==> config.mk <==
export PLATFORM = sky130hd
export DESIGN_NAME = rlp_ctrl
export DESIGN_NICKNAME = d
export VERILOG_FILES = /design/src/rtl/rlp_pkg.sv /design/src/rtl/rlp_ctrl.sv
export SDC_FILE = /design/constraint.sdc
export NUM_CORES = 1
export LEC_CHECK = 0
export ABC_CLOCK_PERIOD_IN_PS = 1400
export BUFFER_PORTS_ARGS = -buffer_cell sky130_fd_sc_hd__buf_2
export CELL_PAD_IN_SITES_DETAIL_PLACEMENT = 0
export CELL_PAD_IN_SITES_GLOBAL_PLACEMENT = 1
export CORE_MARGIN = 2
export CORE_UTILIZATION = 25
export DETAILED_ROUTE_END_ITERATION = 12
export PLACE_DENSITY_LB_ADDON = 0.1
export SETUP_SLACK_MARGIN = 0.5
export SYNTH_ARGS = -nofsm -noshare
export SYNTH_HDL_FRONTEND = slang
export SYNTH_SLANG_ARGS = --single-unit
export TNS_END_PERCENT = 100
==> constraint.sdc <==
create_clock -name clk -period 1.4 [get_ports clk]
set_input_delay 0.14 -clock clk [delete_from_list [all_inputs] [get_ports clk]]
set_output_delay 0.14 -clock clk [all_outputs]
set_load 0.05 [all_outputs]
==> src/rtl/rlp_pkg.sv <==
// Shared types, constants and helper functions of the rectangle layout packer.
package rlp_pkg;

  localparam int DEF_MAX_PARTS = 64;
  localparam int DEF_DIM_BITS  = 16;
  localparam int CALC_W        = 34;
  localparam logic [15:0] MARGIN_RESET = 16'd160;
  localparam logic [23:0] SAT24 = 24'hFFFFFF;

  localparam logic [1:0] SIDE_NONE  = 2'd0;
  localparam logic [1:0] SIDE_RIGHT = 2'd1;
  localparam logic [1:0] SIDE_DOWN  = 2'd2;

  typedef struct packed {
    logic [15:0] part_width;
    logic [15:0] part_height;
    logic        final_part;
  } part_t;

  typedef struct packed {
    logic [5:0]  part_index;
    logic [23:0] offset_x;
    logic [23:0] offset_y;
    logic [23:0] layout_width;
    logic [23:0] layout_height;
    logic        run_end;
  } result_t;

  typedef struct packed {
    logic load;
    logic rd_k;
    logic key_latch;
    logic rd_j;
    logic cmp;
    logic rk_write;
    logic pl_ord;
    logic pl_dim;
    logic pl_calc;
    logic em_rd;
    logic em_out;
  } cmd_t;

  typedef struct packed {
    logic j_last;
    logic k_last;
    logic i_last;
  } stat_t;

  function automatic logic [23:0] sat24(input logic [CALC_W-1:0] v);
    logic [23:0] r;
    if (v > CALC_W'(SAT24)) r = SAT24;
    else r = v[23:0];
    return r;
  endfunction

  function automatic logic [CALC_W-1:0] sub0(input logic [CALC_W-1:0] a,
                                             input logic [CALC_W-1:0] b);
    logic [CALC_W-1:0] r;
    if (a > b) r = a - b;
    else r = '0;
    return r;
  endfunction

endpackage

==> src/rtl/rlp_ctrl.sv <==
// Sequencing state machine of the rectangle layout packer.
module rlp_ctrl import rlp_pkg::*; (
  input  logic  clk,
  input  logic  rst,
  input  logic  start,
  input  logic  final_part,
  input  stat_t stat,
  output cmd_t  cmd,
  output logic  busy
);

  localparam logic [3:0] S_LOAD  = 4'd0;
  localparam logic [3:0] S_RK_K  = 4'd1;
  localparam logic [3:0] S_RK_KL = 4'd2;
  localparam logic [3:0] S_RK_J  = 4'd3;
  localparam logic [3:0] S_RK_JC = 4'd4;
  localparam logic [3:0] S_RK_W  = 4'd5;
  localparam logic [3:0] S_P_ORD = 4'd6;
  localparam logic [3:0] S_P_DIM = 4'd7;
  localparam logic [3:0] S_P_CAL = 4'd8;
  localparam logic [3:0] S_E_RD  = 4'd9;
  localparam logic [3:0] S_E_OUT = 4'd10;

  logic [3:0] state, state_next;

  always_ff @(posedge clk) begin
    if (rst) state <= S_LOAD;
    else state <= state_next;
  end

  always_comb begin
    cmd = '0;
    state_next = state;
    case (state)
      S_LOAD: begin
        cmd.load = start;
        if (start && final_part) state_next = S_RK_K;
      end
      S_RK_K: begin
        cmd.rd_k = 1'b1;
        state_next = S_RK_KL;
      end
      S_RK_KL: begin
        cmd.key_latch = 1'b1;
        state_next = S_RK_J;
      end
      S_RK_J: begin
        cmd.rd_j = 1'b1;
        state_next = S_RK_JC;
      end
      S_RK_JC: begin
        cmd.cmp = 1'b1;
        state_next = stat.j_last ? S_RK_W : S_RK_J;
      end
      S_RK_W: begin
        cmd.rk_write = 1'b1;
        state_next = stat.k_last ? S_P_ORD : S_RK_K;
      end
      S_P_ORD: begin
        cmd.pl_ord = 1'b1;
        state_next = S_P_DIM;
      end
      S_P_DIM: begin
        cmd.pl_dim = 1'b1;
        state_next = S_P_CAL;
      end
      S_P_CAL: begin
        cmd.pl_calc = 1'b1;
        state_next = stat.i_last ? S_E_RD : S_P_ORD;
      end
      S_E_RD: begin
        cmd.em_rd = 1'b1;
        state_next = S_E_OUT;
      end
      S_E_OUT: begin
        cmd.em_out = 1'b1;
        state_next = stat.i_last ? S_LOAD : S_E_RD;
      end
      default: state_next = S_LOAD;
    endcase
  end

  assign busy = (state != S_LOAD);

endmodule

==> results summary, run 1 <==
At the end of routability-driven placement, the weighted congestion stood at ~0.74. The net count after synthesis came out at a little under 60. The maximum operating frequency came out at 0.679 GHz. The initial utilization of the core area, before any placement, comes to 0.278. The storage element area is roughly 90 um^2. The die outline width came out at 42.8 um. Compared with the post-synthesis result, the final layout area differs by 157%. The detailed-routing iteration count for the pre-antenna-repair pass came out at 1. The clock share of power came out at 0.275.

The number of setup violations in the final report came out at 5. The max capacitance violation total is 0. The net switching power is 0.207 mW.

The register with the most flip-flops in the final layout is state. The number of buffers and inverters on the critical path is 2. After detailed routing, the number of remaining DRC violations is 0. The final reports fail on negative setup slack.

The number of sinks driven by the clock tree came out at 4. The final standard cell utilization of the core came out at 0.714. The worst setup path is of the reg -> out kind. The number of failing hold endpoints at the final stage is 0. In this run the tool buffered the top-level ports with 18 buffer cells. The master cell of the clock root buffer is sky130_fd_sc_hd__clkbuf_4.

The core region is approximately 1400 um^2. After clock tree synthesis, the clock-pin slew on the worst setup and hold paths is 0.05 ns. For the final database, setup skew stands at 0.0111 ns. The detail route stage leaves a number of antenna-violating nets equal to 0. Power spread over the standard cell area amounts to 568 nW/um^2.

The total leakage power is 0.383 nW. The data arrival at the endpoint of the critical path came out at 1.33 ns. The mean area per synthesized cell is 7.22 um^2. The post-cts hold buffer count is 0. The largest net degree at the start of global routing is 8. The number of fillers in the final layout came out at 105. The wire length per cell after detailed routing is 14.3 um.

The DRC violation total after the first TritonRoute iteration came out at 0. The vertical extent of the die came out at 42.8 um. The initialized floorplan defines 13 standard-cell rows. The clock tree buffer depth is 2.

The final number of max-transition violations is 0. Synthesis produced 52 cells. The switching share of power is 0.379. The final critical delay including setup and external delays is 1.47 ns.

The kind of path behind the tightest hold check is in -> reg. In the layout the commonest cells are 18 x sky130_fd_sc_hd__buf_6, 10 x sky130_fd_sc_hd__buf_4, 7 x sky130_fd_sc_hd__nor2_4. The synthesized netlist occupies a cell area of 375 um^2. The die covers 1830 um^2. In the final layout, the registers with the most flip-flops are state: 4 flops. The fraction of final layout cells with drive strength greater than 1 is 0.811. The peak fanout along the critical path came out at 3. The required time at the endpoint of the critical path came out at about 1.3 ns.

The via count of the first global-routing pass is 568. The wire length of the first global-routing pass is 2.59 mm. The peak per-stage delay on the critical path is 0.49 ns.

Setup repair after global routing could not meet its margin everywhere. The final layout contains routed wiring with a total length of 1.50 mm. The number of warning messages in the yosys log came out at 0. The sequential power share came out at 0.228. The average vias per placed instance came out at 5.10. For this block, the via count after detailed routing is 535.

The completed layout was analyzed and its total power is 0.548 mW. The run finished, with violations left. The total overflow left after global routing is 0. The worst setup path is captured at a primary output. The relative slew slack came out at 0.840. CTS built an H-tree with a depth of 1. The source-to-sink clock delay at the later pin of the worst-skew pair is 0.24 ns.

The commonest non-fill, non-tap cell in the layout is sky130_fd_sc_hd__buf_6. The sequential element share of the synthesized area came out at 0.213. The worst setup path is launched from a flop. The number of inserted diodes is 0. In this run, CTS created clock tree buffers numbering 3. The slew at the pin closest to its max-slew limit is about 0.24 ns.

Of the total power, combinational logic draws 0.497. Traced cell by cell, the critical path runs through buf_6 > or4_4 > buf_6. TritonCTS built the clock tree. Cell internal power was estimated by the tool at 0.340 mW. The count of unique library cells instantiated by Yosys came out at 28.

The worst setup slack after layout is -0.0724 ns. The number of flip-flops under the largest register name came out at 4. In the final layout, the multi-input gates occupy 422 um^2.

The number of storage elements in the synthesis netlist is 4. Among the stages of the critical path, the cell type that occurs most often is sky130_fd_sc_hd__buf_6. In the final design database the tool counted 99 nets. In the finished design, the share of the clock period the worst path needs comes to 1.05.

The total track usage came out at 0.185. The number of antenna violations at the first check in global routing came out at 0. The largest voltage drop on the vdd net came out at a little over 0.0004 V. The top-level I/O count came out at 19. The cell family contributing the most delay on the critical path is simple AND/OR/NAND/NOR gates. The slowest stage of the critical path belongs to the cell sky130_fd_sc_hd__or4_4. The total half-perimeter wirelength after legalization and detailed placement is 997 um.
==> cell usage after synthesis (all sizes together) <==
master  instances  area, um^2
a21oi           5        28.8
or3b            2        20.0
o21ai           2        10.0
and3            1        6.26
dfxtp           4        80.1
or2b            1        7.51
o22ai           1        6.26
o32a            1        10.0
a22oi           1        7.51
o21a            1        7.51
nor3b           2        15.0
nor3            5        30.0
clkbuf          2        7.51
xnor2           1        8.76
nor2            8        30.0
inv             2        7.51
nand2b          4        25.0
a211oi          1        7.51
a21o            1        7.51
a211o           1        10.0
or4             1        11.3
buf             3        23.8
nand2           2        7.51
==> per-stage QoR <==
step	hold slack [ns]	setup slack [ns]	std cells	TNS, ns	area [um^2]
2_1_floorplan	0.328	-0.0291	52	-0.0905	503
3_3_place_gp	0.444	0.0587	96	0	702
3_5_place_dp	0.440	0.0602	96	0	702
4_1_cts	0.196	-0.0793	104	-0.169	920
5_1_grt	0.213	-0.102	105	-0.501	963
6_report	0.197	-0.0724	105	-0.206	963
==> worst paths after layout <==
kind	start	end	slack, ns	cells after the start
worst max-delay path	state[0]$_SDFFE_PP0P_	busy	-0.07	3
worst min-delay path	rst	state[2]$_SDFFE_PP0P_	0.20	3
worst max register to register	state[0]$_SDFFE_PP0P_	state[0]$_SDFFE_PP0P_	0.03	5
worst min register to register	state[3]$_SDFFE_PP0P_	state[2]$_SDFFE_PP0P_	0.76	3
==> tightest hold or removal path, cell delays in order <==
cell,delay (ns)
sky130_fd_sc_hd__buf_2,0.07
sky130_fd_sc_hd__a211o_2,0.15
sky130_fd_sc_hd__a21oi_2,0.04
==> kinds of logic (layout without fill, tap and decap cells) <==
family                    count (synthesis)  in the layout  share of synthesized area
and+or+nand+nor                          26             26                      0.407
AOI/OAI and AO/OA                        14             14                      0.253
buffers and inverters                     7             45                      0.103
DFF                                       4              4                      0.213
xor gates and xnor gates                  1              1                     0.0233
==> layout make-up <==
type / count / share of cell area
clock buffers: 3 / 0.0234
inverters: 2 / 0.00779
multi-input cells: 41 / 0.438
well taps: 15 / 0.0195
flip-flops and latches: 4 / 0.0935
repair buffers: 40 / 0.418
==> metal layers <==
| metal | vias to the layer above | part of all wire | GRT usage |
|---|---|---|---|
| met1 | 259 | 0.43 | 0.221 |
| met3 | 2 | 0.029 | 0.0511 |
| met5 | - | 0 | 0 |
| met4 | 0 | 0.015 | 0 |
| li1 | 260 | - | - |
| met2 | 14 | 0.53 | 0.342 |
==> power groups by stage <==
stage	clock, mW	sequential (mW)	combinational (mW)
final	0.151	0.125	0.272
after global routing	0.166	0.125	0.287
after CTS	0.152	0.125	0.264
after detailed placement	0	0.127	0.204
after global placement	0	0.127	0.203
after floorplan	0	0.124	0.158
==> repair_timing <==
item,4_1_cts,5_1_grt
hold endpoints to repair,0,0
buffers inserted,5,1
endpoints found under the setup margin,16,16
gates resized for setup,49,8
gates cloned,0,0
pin swaps,9,4
No activity file was read; power rests on OpenSTA's default activity.
==> inputs of run 2 (changes only) <==
==> constraint.sdc (replaced) <==
create_clock -name clk -period 1.4 [get_ports clk]
set_input_delay 0.14 -clock clk [delete_from_list [all_inputs] [get_ports clk]]
set_output_delay 0.14 -clock clk [all_outputs]
set_load 0.1 [all_outputs]
==> results summary, run 2 (synthesis gave the netlist of run 1 again) <==
The run finished, with violations left. The checks that failed: negative setup slack. The startpoint of the worst-slack reg-to-reg timing path is state[3]$_SDFFE_PP0P_. The routed design could run at a clock period as short as 1.47 ns. The end point of the most critical hold path is state[3]$_SDFFE_PP0P_. The largest net degree at the start of global routing is 8.

The data arrival at the endpoint of the critical path is about 1.3 ns. The number of flip-flops under the largest register name came out at 4. The number of failing hold endpoints at the final stage came out at 0. The detailed-routing iteration count for the pre-antenna-repair pass is 5. The DRC violation count after routing is 0.

The cell depth of the worst flop-to-flop path is 6. The root buffer cell chosen for the clock tree is sky130_fd_sc_hd__clkbuf_4. The critical path goes through or3b_4 > nor2_4 > buf_12. The total track usage came out at 0.191. The setup skew after layout came out at a little under 0.006 ns.

The total half-perimeter wirelength after legalization and detailed placement is 936 um. In the layout the commonest cells are 13 x sky130_fd_sc_hd__buf_12, 10 x sky130_fd_sc_hd__buf_4, 7 x sky130_fd_sc_hd__nor2_4. The number of antenna violations at the first check in global routing came out at 0. The required time at the endpoint of the critical path came out at between 1 and 1.5 ns.

The total power consumption of the routed design came out at 0.628 mW. The floorplan step set the die width to 42.8 um. The worst hold path was traced through 3 stages. The area of the die came out at approximately 1800 um^2. The via count of the first global-routing pass came out at 567. The slowest stage of the critical path belongs to the cell sky130_fd_sc_hd__or3b_4. In this run the most critical hold path is launched from rst. The DRC violation total after the first TritonRoute iteration is 13. The number of rows in the core area came out at 13. The number of setup violations in the final report came out at 7. The final number of max-transition violations is 0.

19 I/O pins were placed. The vertical extent of the die is approximately 43 um. Setup repair after global routing could not meet its margin everywhere.

The total wire length is 1.46 mm. The endpoint of the worst register-to-register path is state[2]$_SDFFE_PP0P_. The largest registers in the layout are state: 4 flops. Relative to the synthesized area, the layout overhead comes to 165%.

The setup path with the least slack is of type reg -> out. The worst hold-check slack came out at 0.182 ns. Dividing the detail-routed via count by the number of cells gives 5.15. The number of sinks driven by the clock tree is 4. The period utilization is 1.05. The maximum operating frequency came out at between 0.6 and 0.7 GHz. In this design, the stage delay of the slowest critical-path cell is 0.43 ns.

The max capacitance violation total is 0. The final weighted congestion in routability-driven placement is 0.757. For this configuration, the core starts out at a cell density of 0.278. Input and output buffers added on the ports amount to 18. The commonest non-fill, non-tap cell in the layout is sky130_fd_sc_hd__buf_12.

Registers take 90.1 um^2. In the final layout, the share of cells above drive strength 1 is 0.774. The relative slew slack is 0.845. Across all setup checks in the final design, the least slack found is -0.0672 ns. The power per cell area came out at 632 nW/um^2. The slew at the pin closest to its max-slew limit came out at 0.232 ns. The kind of path behind the tightest hold check is in -> reg.

The via total after detailed routing came out at 510. The net count reported at finish came out at 93. Global routing finished with a remaining overflow of 0. Setup total negative slack on the finished layout was measured at -0.322 ns. For this design the static power due to leakage is 0.393 nW. The source-to-sink clock delay at the later pin of the worst-skew pair came out at 0.24 ns. TritonCTS created 3 clock buffers. The clock-pin slew on the worst setup and hold paths is 0.04 ns. The region available for standard cell placement spans 1350 um^2. The footprint of the multi-input gates is 412 um^2.

The number of fillers in the final layout came out at 94. The post-cts hold buffer count came out at 0. The peak fanout along the critical path is 5. The post-route antenna net violation count is 0. The number of inserted diodes came out at 0.

The clock tree buffer depth came out at 2. The endpoint type of the worst setup path is a primary output. The worst register-to-register path has a setup slack of -0.04 ns. The first global-routing pass estimated about 2.6 mm of wire. The worst setup path is launched from a flop. The number of levels in the clock H-tree came out at 1.

The final standard cell utilization of the core is 0.736. The CTS tree is done. The largest voltage drop on the vdd net came out at about 0.00052 V.

The wire length per cell after detailed routing came out at 14.7 um. The register containing the most flip-flops in the final layout is state.
run 2: layout make-up:
type                       count  area share
tap                           15      0.0189
clock buffer                   3      0.0227
multi-input combinational     41       0.414
inverter                       2     0.00756
sequential                     4      0.0907
timing repair buffer          34       0.446
run 2: repair_timing:
| item | in CTS | in global routing |
|---|---|---|
| cloned | 1 | 0 |
| resized for setup | 16 | 6 |
| setup endpoints to repair | 16 | 16 |
| buffers inserted | 8 | 0 |
| pin swaps | 14 | 6 |
run 2: where the power goes:
group | switching (mW) | leakage (nW) | total [mW] | internal [mW]
clock | 0.0512 | 0.0138 | 0.147 | 0.0961
sequential | 0.00512 | 0.0349 | 0.123 | 0.118
combinational | 0.200 | 0.344 | 0.358 | 0.158
total | 0.256 | 0.393 | 0.628 | 0.372
run 2: per-stage QoR:
stage	instances	worst slack [ns]	area (um^2)
after global placement	87	0.107	798
after global routing	99	-0.112	993
after detailed placement	87	0.102	798
after floorplan	52	-0.265	518
final	99	-0.0672	993
after CTS	99	-0.0753	970
run 2: worst max-delay path, delay by kind of cell (launching register included):
family	cells	cell delay, ns
simple gates	2	0.55
buf+inv	1	0.18
flops	1	0.36
run 2: how the worst max path moves through the flow:
| stage | startpoint | slack [ns] | end | depth (start not counted) |
|---|---|---|---|---|
| after floorplan | state[1]$_SDFFE_PP0P_ | -0.27 | state[1]$_SDFFE_PP0P_ | 5 |
| after global placement | state[1]$_SDFFE_PP0P_ | 0.11 | busy | 2 |
| after detailed placement | state[1]$_SDFFE_PP0P_ | 0.10 | busy | 2 |
| after global routing | state[3]$_SDFFE_PP0P_ | -0.11 | state[2]$_SDFFE_PP0P_ | 6 |
| after CTS | state[1]$_SDFFE_PP0P_ | -0.08 | cmd[2] | 3 |
| final | state[3]$_SDFFE_PP0P_ | -0.07 | cmd[1] | 3 |
run 2: metal layers:
layer / global-route usage / vias up / share of wire
met5: 0 / - / 0
met4: 0.100 / 0 / 0.025
met3: 0.0298 / 4 / 0.040
met1: 0.201 / 238 / 0.38
met2: 0.355 / 18 / 0.55
li1: - / 250 / -
==> inputs of run 3 (changes only) <==
REMOVE_ABC_BUFFERS = 1   (was unset)
==> results summary, run 3 (synthesis gave the netlist of run 1 again) <==
The library cell used most frequently in the layout, excluding fill and tap cells, is sky130_fd_sc_hd__buf_4. Once layout is complete, the utilization of the core stands at 0.708. The number of inserted diodes came out at 0. The DRC violation total after the first TritonRoute iteration came out at 1.

The number of failing hold endpoints at the final stage came out at 0. The register with the most flip-flops in the final layout is state. The largest voltage drop on the vdd net is between 0.0004 and 0.0005 V. Summing all flip-flop and latch instances after layout gives 92.6 um^2.

The cell area after placement came out at around 690 um^2. The setup slack after placement is 0.0164 ns. Fill cells in the final layout number 113. Summing all multi-input logic gate instances after layout gives 387 um^2.

The number of rows in the core area is 13. The largest net degree at the start of global routing came out at 9. After clock tree synthesis, the clock-pin slew on the worst setup and hold paths is 0.04 ns. Summed over all failing endpoints, the final setup total negative slack is -0.356 ns. The total wire length is 1.32 mm. The number of antenna violations at the first check in global routing came to 0.

Headroom to the max-slew limit came out at 0.862. After global routing the overflow that remains totals 0. The final critical delay including setup and external delays is 1.47 ns. The first global-routing pass estimated 1.97 mm of wire. The vertical extent of the die is between 40 and 50 um. The cell count after placement came out at 90.

In this run the horizontal extent of the chip is 42.8 um. The number of sinks driven by the clock tree is 4. The largest registers in the layout are state: 4 flops. The fraction of final layout cells with drive strength greater than 1 came out at 0.793. The via count of the first global-routing pass came out at 447. The final number of max-transition violations is 0.

The top cell types in the final layout, fill and taps aside, are 15 x sky130_fd_sc_hd__buf_4, 12 x sky130_fd_sc_hd__buf_12, 7 x sky130_fd_sc_hd__nor2_4. The total leakage power came out at 0.384 nW. The path class of the tightest hold or removal check is in -> reg.

The synthesis-to-layout area growth is 155%. The power per cell area came out at around 600 nW/um^2. The area of the core is 1350 um^2. The starting density of the core came out at 0.278.

By startpoint and endpoint, the worst setup path is classified as reg -> out. The final weighted congestion in routability-driven placement came out at 0.784. The endpoint type of the worst setup path is a primary output. Based on the critical path, the design can be clocked at up to between 0.6 and 0.7 GHz. The data arrival at the endpoint of the critical path is 1.33 ns.

Dividing the detail-routed via count by the number of cells gives 4.92. The area of the die came out at 1830 um^2. Along the worst path, the maximum fanout reaches 7.

The master cell of the clock root buffer is sky130_fd_sc_hd__clkbuf_4. The wire length per cell after detailed routing is 13.0 um. In this design, the stage delay of the slowest critical-path cell is 0.44 ns.

The max capacitance violation total came out at 0. TritonCTS built the clock tree. The flow ran to the end, but the final reports show violations. The number of flip-flops under the largest register name is 4.

The top-level I/O count is 19. The worst setup slack after layout is -0.0671 ns. For this run, the total global-route usage over all layers was measured as 0.144. The slew at the pin closest to its max-slew limit is ~0.21 ns. After routing the design area is 956 um^2. The number of setup violations in the final report is 8.

The first detailed-routing pass ran for 2 iterations. The post-route antenna net violation count came out at 0. For this run, design rule violations remaining after detail routing come to 0. The final non-filler cell total is 102. The period utilization came out at 1.05.

The worst setup path is launched from a flop. The total power consumption of the routed design is 0.577 mW. Walking the worst path, the cells encountered are or3b_4 > nor2_4 > buf_12.

The net count reported at finish is 96. The final reports fail on negative setup slack. Setup repair after global routing could not meet its margin everywhere.

The cell type of the slowest stage on the worst timing path is sky130_fd_sc_hd__or3b_4. The total half-perimeter wirelength after legalization and detailed placement came out at approximately 900 um. The clock tree buffer depth came out at 2.

In this run the number of H-tree levels came out at 1. The required time at the endpoint of the critical path is 1.26 ns. The post-cts hold buffer count is 0. In this run the tool buffered the top-level ports with 18 buffer cells. The via total after detailed routing came out at 502. The worst hold-check slack is 0.189 ns. For the worst-skew pair, the clock arrives at the later sink with an insertion delay of around 0.23 ns. The setup skew after layout is between 0.004 and 0.005 ns. The TritonCTS buffer count is 3.
==> run 3: final cells by class <==
class                   instances  area share
well taps                      15      0.0196
multi-input cells              41       0.404
repair buffers                 37       0.448
inverters                       2     0.00785
flip-flops and latches          4      0.0969
clock buffers                   3      0.0236
==> run 3: final timing paths <==
kind | startpoint | endpoint | slack [ns] | depth (start not counted)
setup reg to reg | state[1]$_SDFFE_PP0P_ | state[2]$_SDFFE_PP0P_ | -0.04 | 6
hold / removal | rst | state[3]$_SDFFE_PP0P_ | 0.19 | 3
setup / recovery | state[1]$_SDFFE_PP0P_ | cmd[2] | -0.07 | 3
hold reg to reg | state[0]$_SDFFE_PP0P_ | state[3]$_SDFFE_PP0P_ | 0.69 | 3
==> run 3: power by group <==
group	leakage [nW]	internal [mW]	total, mW	switching, mW
sequential	0.0352	0.116	0.123	0.00727
combinational	0.335	0.127	0.313	0.186
clock	0.0138	0.0957	0.141	0.0448
total	0.384	0.339	0.577	0.238
==> run 3: timing repair <==
action,CTS,global route
endpoints found under the setup margin,16,16
setup buffers,6,3
gates resized for setup,28,19
pin swaps,3,11
endpoints found under the hold margin,0,0
==> run 3: worst max-delay path: cells and delay by family (launching register included) <==
| family | cells | cell delay [ns] |
|---|---|---|
| buffers and inverters | 1 | 0.18 |
| DFF | 1 | 0.35 |
| and+or+nand+nor | 2 | 0.56 |
==> run 3: routing by layer <==
metal	wire length [um]	track usage	share of wire
met5	0	0	0
met4	12	0.0563	0.0091
met3	53	0.0383	0.040
met2	723	0.242	0.55
met1	534	0.172	0.40
